`src/hdl/sha256_pkg.sv`:
```
// Shared types, round constants and helper functions for the SHA-256 hasher.
package sha256_pkg;

  typedef struct packed {
    logic [31:0] message_word;
    logic [2:0]  bytes_valid;
    logic        final_word;
  } sha256_in_t;

  typedef struct packed {
    logic [31:0] digest_word;
    logic        digest_last;
  } sha256_out_t;

  typedef struct packed {
    logic load_in;
    logic load_mark;
    logic load_zero;
    logic load_len_hi;
    logic load_len_lo;
    logic push;
    logic round;
    logic add;
    logic out_shift;
    logic clear;
  } sha256_cmd_t;

  typedef struct packed {
    logic pend_done;
    logic blk_full;
    logic pend_empty;
    logic fill_at_len;
    logic round_last;
    logic out_last;
  } sha256_sts_t;

  typedef enum logic [2:0] {
    S_LOAD,
    S_PUSH,
    S_COMP,
    S_ADD,
    S_OUT
  } sha256_state_t;

  typedef enum logic [2:0] {
    PH_DATA,
    PH_MARK,
    PH_ZERO,
    PH_LEN_LO,
    PH_DIGEST
  } sha256_phase_t;

  localparam logic [31:0] PAD_WORD  = 32'h8000_0000;
  localparam logic [5:0]  LEN_FILL  = 6'd56;
  localparam logic [2:0]  WORD_BYTES = 3'd4;

  localparam logic [31:0] INIT_CHAIN [8] = '{
    32'h6a09e667, 32'hbb67ae85, 32'h3c6ef372, 32'ha54ff53a,
    32'h510e527f, 32'h9b05688c, 32'h1f83d9ab, 32'h5be0cd19
  };

  localparam logic [31:0] ROUND_K [64] = '{
    32'h428a2f98, 32'h71374491, 32'hb5c0fbcf, 32'he9b5dba5,
    32'h3956c25b, 32'h59f111f1, 32'h923f82a4, 32'hab1c5ed5,
    32'hd807aa98, 32'h12835b01, 32'h243185be, 32'h550c7dc3,
    32'h72be5d74, 32'h80deb1fe, 32'h9bdc06a7, 32'hc19bf174,
    32'he49b69c1, 32'hefbe4786, 32'h0fc19dc6, 32'h240ca1cc,
    32'h2de92c6f, 32'h4a7484aa, 32'h5cb0a9dc, 32'h76f988da,
    32'h983e5152, 32'ha831c66d, 32'hb00327c8, 32'hbf597fc7,
    32'hc6e00bf3, 32'hd5a79147, 32'h06ca6351, 32'h14292967,
    32'h27b70a85, 32'h2e1b2138, 32'h4d2c6dfc, 32'h53380d13,
    32'h650a7354, 32'h766a0abb, 32'h81c2c92e, 32'h92722c85,
    32'ha2bfe8a1, 32'ha81a664b, 32'hc24b8b70, 32'hc76c51a3,
    32'hd192e819, 32'hd6990624, 32'hf40e3585, 32'h106aa070,
    32'h19a4c116, 32'h1e376c08, 32'h2748774c, 32'h34b0bcb5,
    32'h391c0cb3, 32'h4ed8aa4a, 32'h5b9cca4f, 32'h682e6ff3,
    32'h748f82ee, 32'h78a5636f, 32'h84c87814, 32'h8cc70208,
    32'h90befffa, 32'ha4506ceb, 32'hbef9a3f7, 32'hc67178f2
  };

  function automatic logic [31:0] big_sigma0(input logic [31:0] x);
    big_sigma0 = {x[1:0], x[31:2]} ^ {x[12:0], x[31:13]} ^ {x[21:0], x[31:22]};
  endfunction

  function automatic logic [31:0] big_sigma1(input logic [31:0] x);
    big_sigma1 = {x[5:0], x[31:6]} ^ {x[10:0], x[31:11]} ^ {x[24:0], x[31:25]};
  endfunction

  function automatic logic [31:0] small_sigma0(input logic [31:0] x);
    small_sigma0 = {x[6:0], x[31:7]} ^ {x[17:0], x[31:18]} ^ {3'b000, x[31:3]};
  endfunction

  function automatic logic [31:0] small_sigma1(input logic [31:0] x);
    small_sigma1 = {x[16:0], x[31:17]} ^ {x[18:0], x[31:19]} ^ {10'd0, x[31:10]};
  endfunction

endpackage

```
`src/hdl/sha256_dp.sv`:
```
// Datapath: byte packing, block buffer and schedule, round logic, chain value.
module sha256_dp (
  input  logic                   clk,
  input  logic                   rst_n,
  input  sha256_pkg::sha256_in_t  in_data,
  input  sha256_pkg::sha256_cmd_t cmd,
  output sha256_pkg::sha256_sts_t sts,
  output sha256_pkg::sha256_out_t out_data
);

  logic [31:0] chain_r [8];
  logic [31:0] v_r [8];
  logic [31:0] w_r [16];
  logic [31:0] acc_r;
  logic [31:0] pend_r;
  logic [2:0]  cnt_r;
  logic [5:0]  fill_r;
  logic [63:0] bits_r;
  logic [5:0]  round_r;
  logic [2:0]  oidx_r;

  logic [1:0]  off;
  logic [2:0]  room;
  logic [2:0]  take;
  logic        word_done;
  logic [31:0] acc_nxt;
  logic [31:0] pend_nxt;
  logic [5:0]  fill_nxt;
  logic [2:0]  in_cnt;
  logic [31:0] in_mask;
  logic [31:0] sched;
  logic [31:0] t1;
  logic [31:0] t2;
  logic [31:0] ch;
  logic [31:0] maj;

  always_comb begin
    off       = fill_r[1:0];
    room      = sha256_pkg::WORD_BYTES - {1'b0, off};
    take      = (cnt_r < room) ? cnt_r : room;
    word_done = (take == room);
    acc_nxt   = ((off == 2'd0) ? 32'd0 : acc_r) | (pend_r >> {off, 3'b000});
    pend_nxt  = pend_r << {take, 3'b000};
    fill_nxt  = fill_r + {3'd0, take};
    in_cnt    = (in_data.bytes_valid > sha256_pkg::WORD_BYTES) ? sha256_pkg::WORD_BYTES
                                                              : in_data.bytes_valid;
    in_mask   = ~(32'hffff_ffff >> {in_cnt, 3'b000});
  end

  always_comb begin
    sched = sha256_pkg::small_sigma1(w_r[14]) + w_r[9] + sha256_pkg::small_sigma0(w_r[1])
          + w_r[0];
    ch    = (v_r[4] & v_r[5]) ^ (~v_r[4] & v_r[6]);
    maj   = (v_r[0] & v_r[1]) ^ (v_r[0] & v_r[2]) ^ (v_r[1] & v_r[2]);
    t1    = v_r[7] + sha256_pkg::big_sigma1(v_r[4]) + ch + sha256_pkg::ROUND_K[round_r]
          + w_r[0];
    t2    = sha256_pkg::big_sigma0(v_r[0]) + maj;
  end

  always_ff @(posedge clk) begin
    if (!rst_n || cmd.clear) begin
      for (int i = 0; i < 8; i++) begin
        chain_r[i] <= sha256_pkg::INIT_CHAIN[i];
        v_r[i]     <= sha256_pkg::INIT_CHAIN[i];
      end
      cnt_r   <= 3'd0;
      fill_r  <= 6'd0;
      bits_r  <= 64'd0;
      round_r <= 6'd0;
      oidx_r  <= 3'd0;
    end else begin
      if (cmd.push) begin
        fill_r <= fill_nxt;
      end
      if (cmd.load_in) begin
        cnt_r  <= in_cnt;
        bits_r <= bits_r + {58'd0, in_cnt, 3'b000};
      end else if (cmd.load_mark) begin
        cnt_r <= 3'd1;
      end else if (cmd.load_zero) begin
        cnt_r <= room;
      end else if (cmd.load_len_hi || cmd.load_len_lo) begin
        cnt_r <= sha256_pkg::WORD_BYTES;
      end else if (cmd.push) begin
        cnt_r <= cnt_r - take;
      end
      if (cmd.round) begin
        for (int i = 1; i < 8; i++) begin
          if (i != 4) begin
            v_r[i] <= v_r[i-1];
          end
        end
        v_r[4]  <= v_r[3] + t1;
        v_r[0]  <= t1 + t2;
        round_r <= round_r + 6'd1;
      end
      if (cmd.add) begin
        for (int i = 0; i < 8; i++) begin
          chain_r[i] <= chain_r[i] + v_r[i];
          v_r[i]     <= chain_r[i] + v_r[i];
        end
      end
      if (cmd.out_shift) begin
        for (int i = 0; i < 7; i++) begin
          chain_r[i] <= chain_r[i+1];
        end
        chain_r[7] <= chain_r[0];
        oidx_r     <= oidx_r + 3'd1;
      end
    end
  end

  always_ff @(posedge clk) begin
    if (cmd.push) begin
      if (word_done) begin
        for (int i = 0; i < 15; i++) begin
          w_r[i] <= w_r[i+1];
        end
        w_r[15] <= acc_nxt;
      end else begin
        acc_r <= acc_nxt;
      end
    end
    if (cmd.round) begin
      for (int i = 0; i < 15; i++) begin
        w_r[i] <= w_r[i+1];
      end
      w_r[15] <= sched;
    end
    if (cmd.load_in) begin
      pend_r <= in_data.message_word & in_mask;
    end else if (cmd.load_mark) begin
      pend_r <= sha256_pkg::PAD_WORD;
    end else if (cmd.load_zero) begin
      pend_r <= 32'd0;
    end else if (cmd.load_len_hi) begin
      pend_r <= bits_r[63:32];
    end else if (cmd.load_len_lo) begin
      pend_r <= bits_r[31:0];
    end else if (cmd.push) begin
      pend_r <= pend_nxt;
    end
  end

  always_comb begin
    sts.pend_done   = (take == cnt_r);
    sts.blk_full    = word_done && (fill_r[5:2] == 4'hf);
    sts.pend_empty  = (cnt_r == 3'd0);
    sts.fill_at_len = (fill_r == sha256_pkg::LEN_FILL);
    sts.round_last  = (round_r == 6'd63);
    sts.out_last    = (oidx_r == 3'd7);
    out_data.digest_word = chain_r[0];
    out_data.digest_last = (oidx_r == 3'd7);
  end

endmodule

```
`src/hdl/sha256_ctrl.sv`:
```
// Controller: sequences word transfers, padding, compression rounds and digest output.
module sha256_ctrl (
  input  logic                    clk,
  input  logic                    rst_n,
  input  logic                    in_valid,
  input  logic                    in_final,
  output logic                    in_ready,
  output logic                    out_valid,
  input  logic                    out_ready,
  input  sha256_pkg::sha256_sts_t  sts,
  output sha256_pkg::sha256_cmd_t  cmd
);

  sha256_pkg::sha256_state_t state_r, state_nxt;
  sha256_pkg::sha256_phase_t ph_r, ph_nxt;
  logic accept;

  always_ff @(posedge clk) begin
    if (!rst_n) begin
      state_r <= sha256_pkg::S_LOAD;
      ph_r    <= sha256_pkg::PH_DATA;
    end else begin
      state_r <= state_nxt;
      ph_r    <= ph_nxt;
    end
  end

  assign accept = in_valid && in_ready;

  always_comb begin
    state_nxt = state_r;
    ph_nxt    = ph_r;
    if (accept) begin
      ph_nxt = in_final ? sha256_pkg::PH_MARK : sha256_pkg::PH_DATA;
    end
    unique case (state_r)
      sha256_pkg::S_LOAD: begin
        unique case (ph_r)
          sha256_pkg::PH_DATA: begin
            if (accept) begin
              state_nxt = sha256_pkg::S_PUSH;
            end
          end
          sha256_pkg::PH_MARK: begin
            state_nxt = sha256_pkg::S_PUSH;
            ph_nxt    = sha256_pkg::PH_ZERO;
          end
          sha256_pkg::PH_ZERO: begin
            state_nxt = sha256_pkg::S_PUSH;
            if (sts.fill_at_len) begin
              ph_nxt = sha256_pkg::PH_LEN_LO;
            end
          end
          sha256_pkg::PH_LEN_LO: begin
            state_nxt = sha256_pkg::S_PUSH;
            ph_nxt    = sha256_pkg::PH_DIGEST;
          end
          sha256_pkg::PH_DIGEST: begin
            state_nxt = sha256_pkg::S_OUT;
          end
          default: begin
            state_nxt = sha256_pkg::S_LOAD;
          end
        endcase
      end
      sha256_pkg::S_PUSH: begin
        if (sts.blk_full) begin
          state_nxt = sha256_pkg::S_COMP;
        end else if (accept) begin
          state_nxt = sha256_pkg::S_PUSH;
        end else if (sts.pend_done) begin
          state_nxt = sha256_pkg::S_LOAD;
        end
      end
      sha256_pkg::S_COMP: begin
        if (sts.round_last) begin
          state_nxt = sha256_pkg::S_ADD;
        end
      end
      sha256_pkg::S_ADD: begin
        state_nxt = sts.pend_empty ? sha256_pkg::S_LOAD : sha256_pkg::S_PUSH;
      end
      sha256_pkg::S_OUT: begin
        if (out_ready && sts.out_last) begin
          state_nxt = sha256_pkg::S_LOAD;
          ph_nxt    = sha256_pkg::PH_DATA;
        end
      end
      default: begin
        state_nxt = sha256_pkg::S_LOAD;
      end
    endcase
  end

  always_comb begin
    cmd       = '0;
    in_ready  = 1'b0;
    out_valid = 1'b0;
    unique case (state_r)
      sha256_pkg::S_LOAD: begin
        unique case (ph_r)
          sha256_pkg::PH_DATA:   in_ready = 1'b1;
          sha256_pkg::PH_MARK:   cmd.load_mark = 1'b1;
          sha256_pkg::PH_ZERO: begin
            if (sts.fill_at_len) begin
              cmd.load_len_hi = 1'b1;
            end else begin
              cmd.load_zero = 1'b1;
            end
          end
          sha256_pkg::PH_LEN_LO: cmd.load_len_lo = 1'b1;
          default: begin
          end
        endcase
      end
      sha256_pkg::S_PUSH: begin
        cmd.push = 1'b1;
        in_ready = (ph_r == sha256_pkg::PH_DATA) && sts.pend_done && !sts.blk_full;
      end
      sha256_pkg::S_COMP: begin
        cmd.round = 1'b1;
      end
      sha256_pkg::S_ADD: begin
        cmd.add = 1'b1;
      end
      sha256_pkg::S_OUT: begin
        out_valid     = 1'b1;
        cmd.out_shift = out_ready;
        cmd.clear     = out_ready && sts.out_last;
      end
      default: begin
      end
    endcase
    cmd.load_in = in_valid && in_ready;
  end

endmodule

```
`src/hdl/sha256_message_hasher.sv`:
```
// Top level of the streaming SHA-256 message hasher.
//
//   channel  direction  handshake              payload
//   in_      input      in_valid / in_ready    message_word, bytes_valid, final_word
//   out_     output     out_valid / out_ready  digest_word, digest_last
//
// A message word goes through the byte packer, which splits a word whose bytes straddle
// a buffer word across both; each full 64-byte block then takes 64 rounds of the
// single round unit plus the chain add.
// The last word adds padding and length pushes, up to two block compressions,
// and eight digest word transfers.
// rst_n is synchronous, active low, and loads the initial hash values.
// Input stalls hold the packer; output stalls hold the digest word in place.
module sha256_message_hasher (
  input  logic                   clk,
  input  logic                   rst_n,
  input  logic                   in_valid,
  output logic                   in_ready,
  input  sha256_pkg::sha256_in_t  in_data,
  output logic                   out_valid,
  input  logic                   out_ready,
  output sha256_pkg::sha256_out_t out_data
);

  sha256_pkg::sha256_cmd_t cmd;
  sha256_pkg::sha256_sts_t sts;

  sha256_ctrl u_ctrl (
    .clk       (clk),
    .rst_n     (rst_n),
    .in_valid  (in_valid),
    .in_final  (in_data.final_word),
    .in_ready  (in_ready),
    .out_valid (out_valid),
    .out_ready (out_ready),
    .sts       (sts),
    .cmd       (cmd)
  );

  sha256_dp u_dp (
    .clk      (clk),
    .rst_n    (rst_n),
    .in_data  (in_data),
    .cmd      (cmd),
    .sts      (sts),
    .out_data (out_data)
  );

endmodule
```
`config.mk`:
```
export PLATFORM = sky130hd
export DESIGN_NAME = sha256_message_hasher
export DESIGN_NICKNAME = d
export VERILOG_FILES = /design/src/hdl/sha256_pkg.sv /design/src/hdl/sha256_dp.sv /design/src/hdl/sha256_ctrl.sv /design/src/hdl/sha256_message_hasher.sv
export SDC_FILE = /design/constraint.sdc
export NUM_CORES = 2
export LEC_CHECK = 0
export BUFFER_PORTS_ARGS = -buffer_cell sky130_fd_sc_hd__buf_2
export CAP_MARGIN = 20
export CORE_AREA = 2 2 564 286
export DETAILED_ROUTE_END_ITERATION = 8
export DIE_AREA = 0 0 566 288
export PLACE_DENSITY = 0.64
export REMOVE_ABC_BUFFERS = 1
export SYNTH_ARGS = -nofsm -noshare
export SYNTH_HDL_FRONTEND = slang
export SYNTH_SLANG_ARGS = --single-unit
```
`constraint.sdc`:
```
create_clock -name clk -period 17.1 [get_ports clk]
set_clock_uncertainty 0.1 [all_clocks]
set_input_delay 0.855 -clock clk [delete_from_list [all_inputs] [get_ports clk]]
set_output_delay 0.855 -clock clk [all_outputs]
set_load 0.02 [all_outputs]
```
==> impl_metrics.sql <==
INSERT INTO impl_metrics (metric_group, metric, value, unit) VALUES
('cts', 'clock_tree_from_tritoncts', 'built', ''),
('floorplanning', 'io_pins', '75', ''),
('drt', 'antenna_left', '0', ''),
('yosys', 'yosysUniqueCellTypes', '83', ''),
('sta', 'slew_headroom', '10.1', '%'),
('sta', 'setup_viol', '0', ''),
('yosys', 'synth-async-reset-ratio', '0', '%'),
('drt', 'drc', '0', ''),
('setup_path', 'critPathRequiredTime', '17.45', 'ns'),
('setup_path', 'critical_path.startpoint_type', 'flop', ''),
('layout', 'post-route-util', '49.5', '%'),
('run', 'cap_violations', '0', ''),
('yosys', 'syn_inst', '6749', ''),
('setup_path', 'critPathMaxStageDelay', '0.68', 'ns'),
('cts', 'clock-sinks', '1173', ''),
('sta', 'rsz_0062_raised_after_global_routing', 'false', ''),
('layout', 'final_layout_size_suffix_gt1_share', '6.90', '%'),
('layout', 'finalNetCount', '7365', ''),
('cts', 'post-cts-setup-buffers', '0', ''),
('drt', 'avgViaCountPerCell', '6.27', ''),
('drt', 'vias', '56000', ''),
('sta', 'finalMaxSlewViolations', '0', ''),
('floorplanning', 'initial_core_utilization', '45.5', '%'),
('drt', 'post_drt_wl_per_cell', '29.4', 'um'),
('global_routing', 'grt.total_usage', '31.6', '%'),
('layout', 'syn_to_final_growth', '8.77', '%'),
('layout', 'num-fill-cells', '14400', ''),
('setup_path', 'highest_net_fanout_along_the_worst_path', '32', ''),
('placed_design', 'placedInstanceArea', '0.0750', 'sq mm'),
('yosys', 'register_bit_count_reported_by_yosys', '1173', ''),
('placed_design', 'gp_congestion', '1.03', ''),
('yosys', 'synth_enable_flop_cells', '1088', ''),
('global_routing', 'grt_antenna_before_repair', '12', ''),
('floorplanning', 'coreArea', '0.159', 'sq mm'),
('floorplanning', 'floorplan.die.width', '566', 'um'),
('setup_path', 'path_class', 'flop to flop', ''),
('drt', 'routed_wire_length', '263000', 'um'),
('setup_path', 'arrival', '12.07', 'ns'),
('run_status', 'run_status', 'finished clean', ''),
('drt', 'drt_first_pass_iters', '6', ''),
('yosys', 'synthesis.area_per_instance', '10.7', 'sq um'),
('cts', 'clk_pin_slew_worst_paths', '0.07', 'ns'),
('yosys', 'synth_warnings', '0', ''),
('global_routing', 'grt-ovfl-total', '0', ''),
('yosys', 'netlist_area', '0.0723', 'sq mm'),
('floorplanning', 'floorplan.die_area', '0.163', 'sq mm'),
('sta', 'finalHoldViolations', '0', ''),
('cts', 'cts_buffer_depth', '3', ''),
('cts', 'cts_resized', '0', ''),
('cts', 'tritoncts.num_buffers', '109', ''),
('cts', 'number_of_h_tree_levels', '3', ''),
('floorplanning', 'die_h', '288', 'um'),
('sta', 'worstMarginPinSlew', '1.34', 'ns'),
('placed_design', 'number_of_buffers_added_on_ports', '74', ''),
('worst_hold_path', 'hold_class', 'flop to flop', ''),
('sta', 'clock.fmax', '0.0853', 'GHz'),
('drt', 'first_iter_violations', '8997', ''),
('global_routing', 'grt_pass1_wl', '371000', 'um'),
('sta', 'timing.final.crit_share', '68.5', '%'),
('cts', 'cts_hold_repair.buffers', '0', ''),
('setup_path', 'critPathSlowestCell', 'sky130_fd_sc_hd__clkinv_1', ''),
('global_routing', 'pin_count_of_the_biggest_net_entering_global_routing', '195', ''),
('sta', 'fin_crit', '11.72', 'ns'),
('setup_path', 'timing.critical_path.to_type', 'flop', ''),
('cts', 'cts_root_buf', 'sky130_fd_sc_hd__clkbuf_16', ''),
('setup_path', 'worst_path_most_repeated_cell', 'sky130_fd_sc_hd__fa_1', ''),
('layout', 'final_instance_area', '0.0786', 'sq mm'),
('sta', 'tns', '0', 'ns'),
('setup_path', 'ff2ff_setup_slack', '5.38', 'ns'),
('yosys', 'sequential_fraction_of_the_synthesis_area', '47.5', '%'),
('global_routing', 'first_global_vias', '50100', ''),
('floorplanning', 'row_count', '104', ''),
('yosys', 'synth-main-ff-cell', 'sky130_fd_sc_hd__edfxtp_1', ''),
('placed_design', 'place.detailed.hpwl', '203000', 'um'),
('cts', 'clk-insertion-delay-late', '0.74', 'ns');
[Yosys cell counts, drive strengths merged, types with 50 or more instances]
| library cell | count | area [sq um] |
|---|---|---|
| xnor2 | 464 | 4060 |
| ha | 408 | 5100 |
| o22a | 58 | 508 |
| buf | 82 | 437 |
| o21ai | 359 | 1800 |
| a21oi | 471 | 2360 |
| clkbuf | 262 | 983 |
| fa | 198 | 3960 |
| a21o | 182 | 1370 |
| nor2 | 624 | 2340 |
| nand3 | 158 | 791 |
| a211oi | 59 | 448 |
| nand2 | 688 | 2580 |
| o21a | 115 | 863 |
| dfxtp | 85 | 1700 |
| xor2 | 184 | 1610 |
| edfxtp | 1088 | 32700 |
| inv | 271 | 1020 |
| nand2b | 50 | 313 |
| nor3 | 85 | 430 |
[worst max-delay path: cells and delay by family, from the launching register on]
| family | cells | cell delay [ns] |
|---|---|---|
| buffers and inverters | 7 | 1.95 |
| AND/OR/NAND/NOR | 9 | 1.60 |
| flip-flops | 1 | 0.31 |
| AO/OA/AOI/OAI | 14 | 3.70 |
| XOR/XNOR | 3 | 0.55 |
| adder cells (fa/ha/maj) | 8 | 3.20 |
[final cells by class]
type,count,area [sq um],area share [%]
Multi-Input combinational cell,4956,35600,45.3
Tap cell,2120,2650,3.37
Timing Repair Buffer,203,1380,1.75
Clock inverter,63,624,0.794
Sequential cell,1173,34400,43.7
Antenna cell,1,2.50,0.00318
Inverter,276,1040,1.32
Clock buffer,138,2940,3.74
[kinds of logic (layout without fill, tap and decap cells)]
logic type | count (synthesis) | after routing | share of synthesized area [%]
compound gates | 1721 | 1721 | 15.6
xor+xnor | 648 | 648 | 7.85
fa+ha+maj | 631 | 631 | 12.9
buf+inv | 620 | 680 | 3.40
flops | 1173 | 1173 | 47.5
mux | 88 | 88 | 1.37
other cells | 0 | 1 | 0
simple gates | 1868 | 1868 | 11.3
[routing by layer]
metal  vias up  part of all wire [%]  GRT usage (%)
met2      3483                    31           32.6
met3       211                    17           15.3
met1     27800                    50           54.3
met5         -                  0.13           1.41
met4         4                   1.4           4.36
li1      24500                     -              -
[sequential cells by signal (all words and copies together), names as in the netlist]
name	flops
u_dp.w_r	512
u_dp.chain_r	256
u_dp.v_r	256
u_dp.bits_r	61
u_dp.acc_r	32
u_dp.pend_r	32
u_dp.fill_r	6
u_dp.round_r	6
u_ctrl.ph_r	3
u_ctrl.state_r	3
u_dp.cnt_r	3
u_dp.oidx_r	3
[placed cells by master (no fill, tap or decap), types with 81 or more instances in the layout]
master / instances
sky130_fd_sc_hd__a21o_1: 181
sky130_fd_sc_hd__a21oi_1: 470
sky130_fd_sc_hd__buf_4: 121
sky130_fd_sc_hd__clkbuf_16: 110
sky130_fd_sc_hd__dfxtp_1: 81
sky130_fd_sc_hd__edfxtp_1: 1088
sky130_fd_sc_hd__fa_1: 198
sky130_fd_sc_hd__ha_1: 408
sky130_fd_sc_hd__inv_1: 267
sky130_fd_sc_hd__nand2_1: 683
sky130_fd_sc_hd__nand3_1: 157
sky130_fd_sc_hd__nor2_1: 618
sky130_fd_sc_hd__nor3_1: 82
sky130_fd_sc_hd__o21a_1: 115
sky130_fd_sc_hd__o21ai_0: 353
sky130_fd_sc_hd__xnor2_1: 464
sky130_fd_sc_hd__xor2_1: 184
[worst paths after layout]
kind / start / end / cells past startpoint
min: u_dp.w_r[1][27]$_DFFE_PP_ / u_dp.w_r[0][123]$_DFFE_PP_ / 0
max reg2reg: u_dp.round_r[0]$_SDFFE_PP0P_ / u_dp.v_r[0][31]$_SDFFCE_PN0P_ / 41
max: u_dp.round_r[0]$_SDFFE_PP0P_ / u_dp.v_r[0][31]$_SDFFCE_PN0P_ / 41
min reg2reg: u_dp.w_r[1][27]$_DFFE_PP_ / u_dp.w_r[0][123]$_DFFE_PP_ / 0
[stage by stage]
step / worst slack [ns] / hold slack [ns] / instances
after detailed placement: 5.72 / 0.305 / 8722
after floorplan: 0.996 / 0.300 / 6405
after global routing: 4.97 / 0.315 / 8929
after global placement: 5.77 / 0.300 / 8718
final: 5.38 / 0.301 / 8930
after CTS: 5.70 / 0.304 / 8923
Power is not shown: default switching activity piles up to over one toggle a cycle in this logic, so the estimate is an artifact.
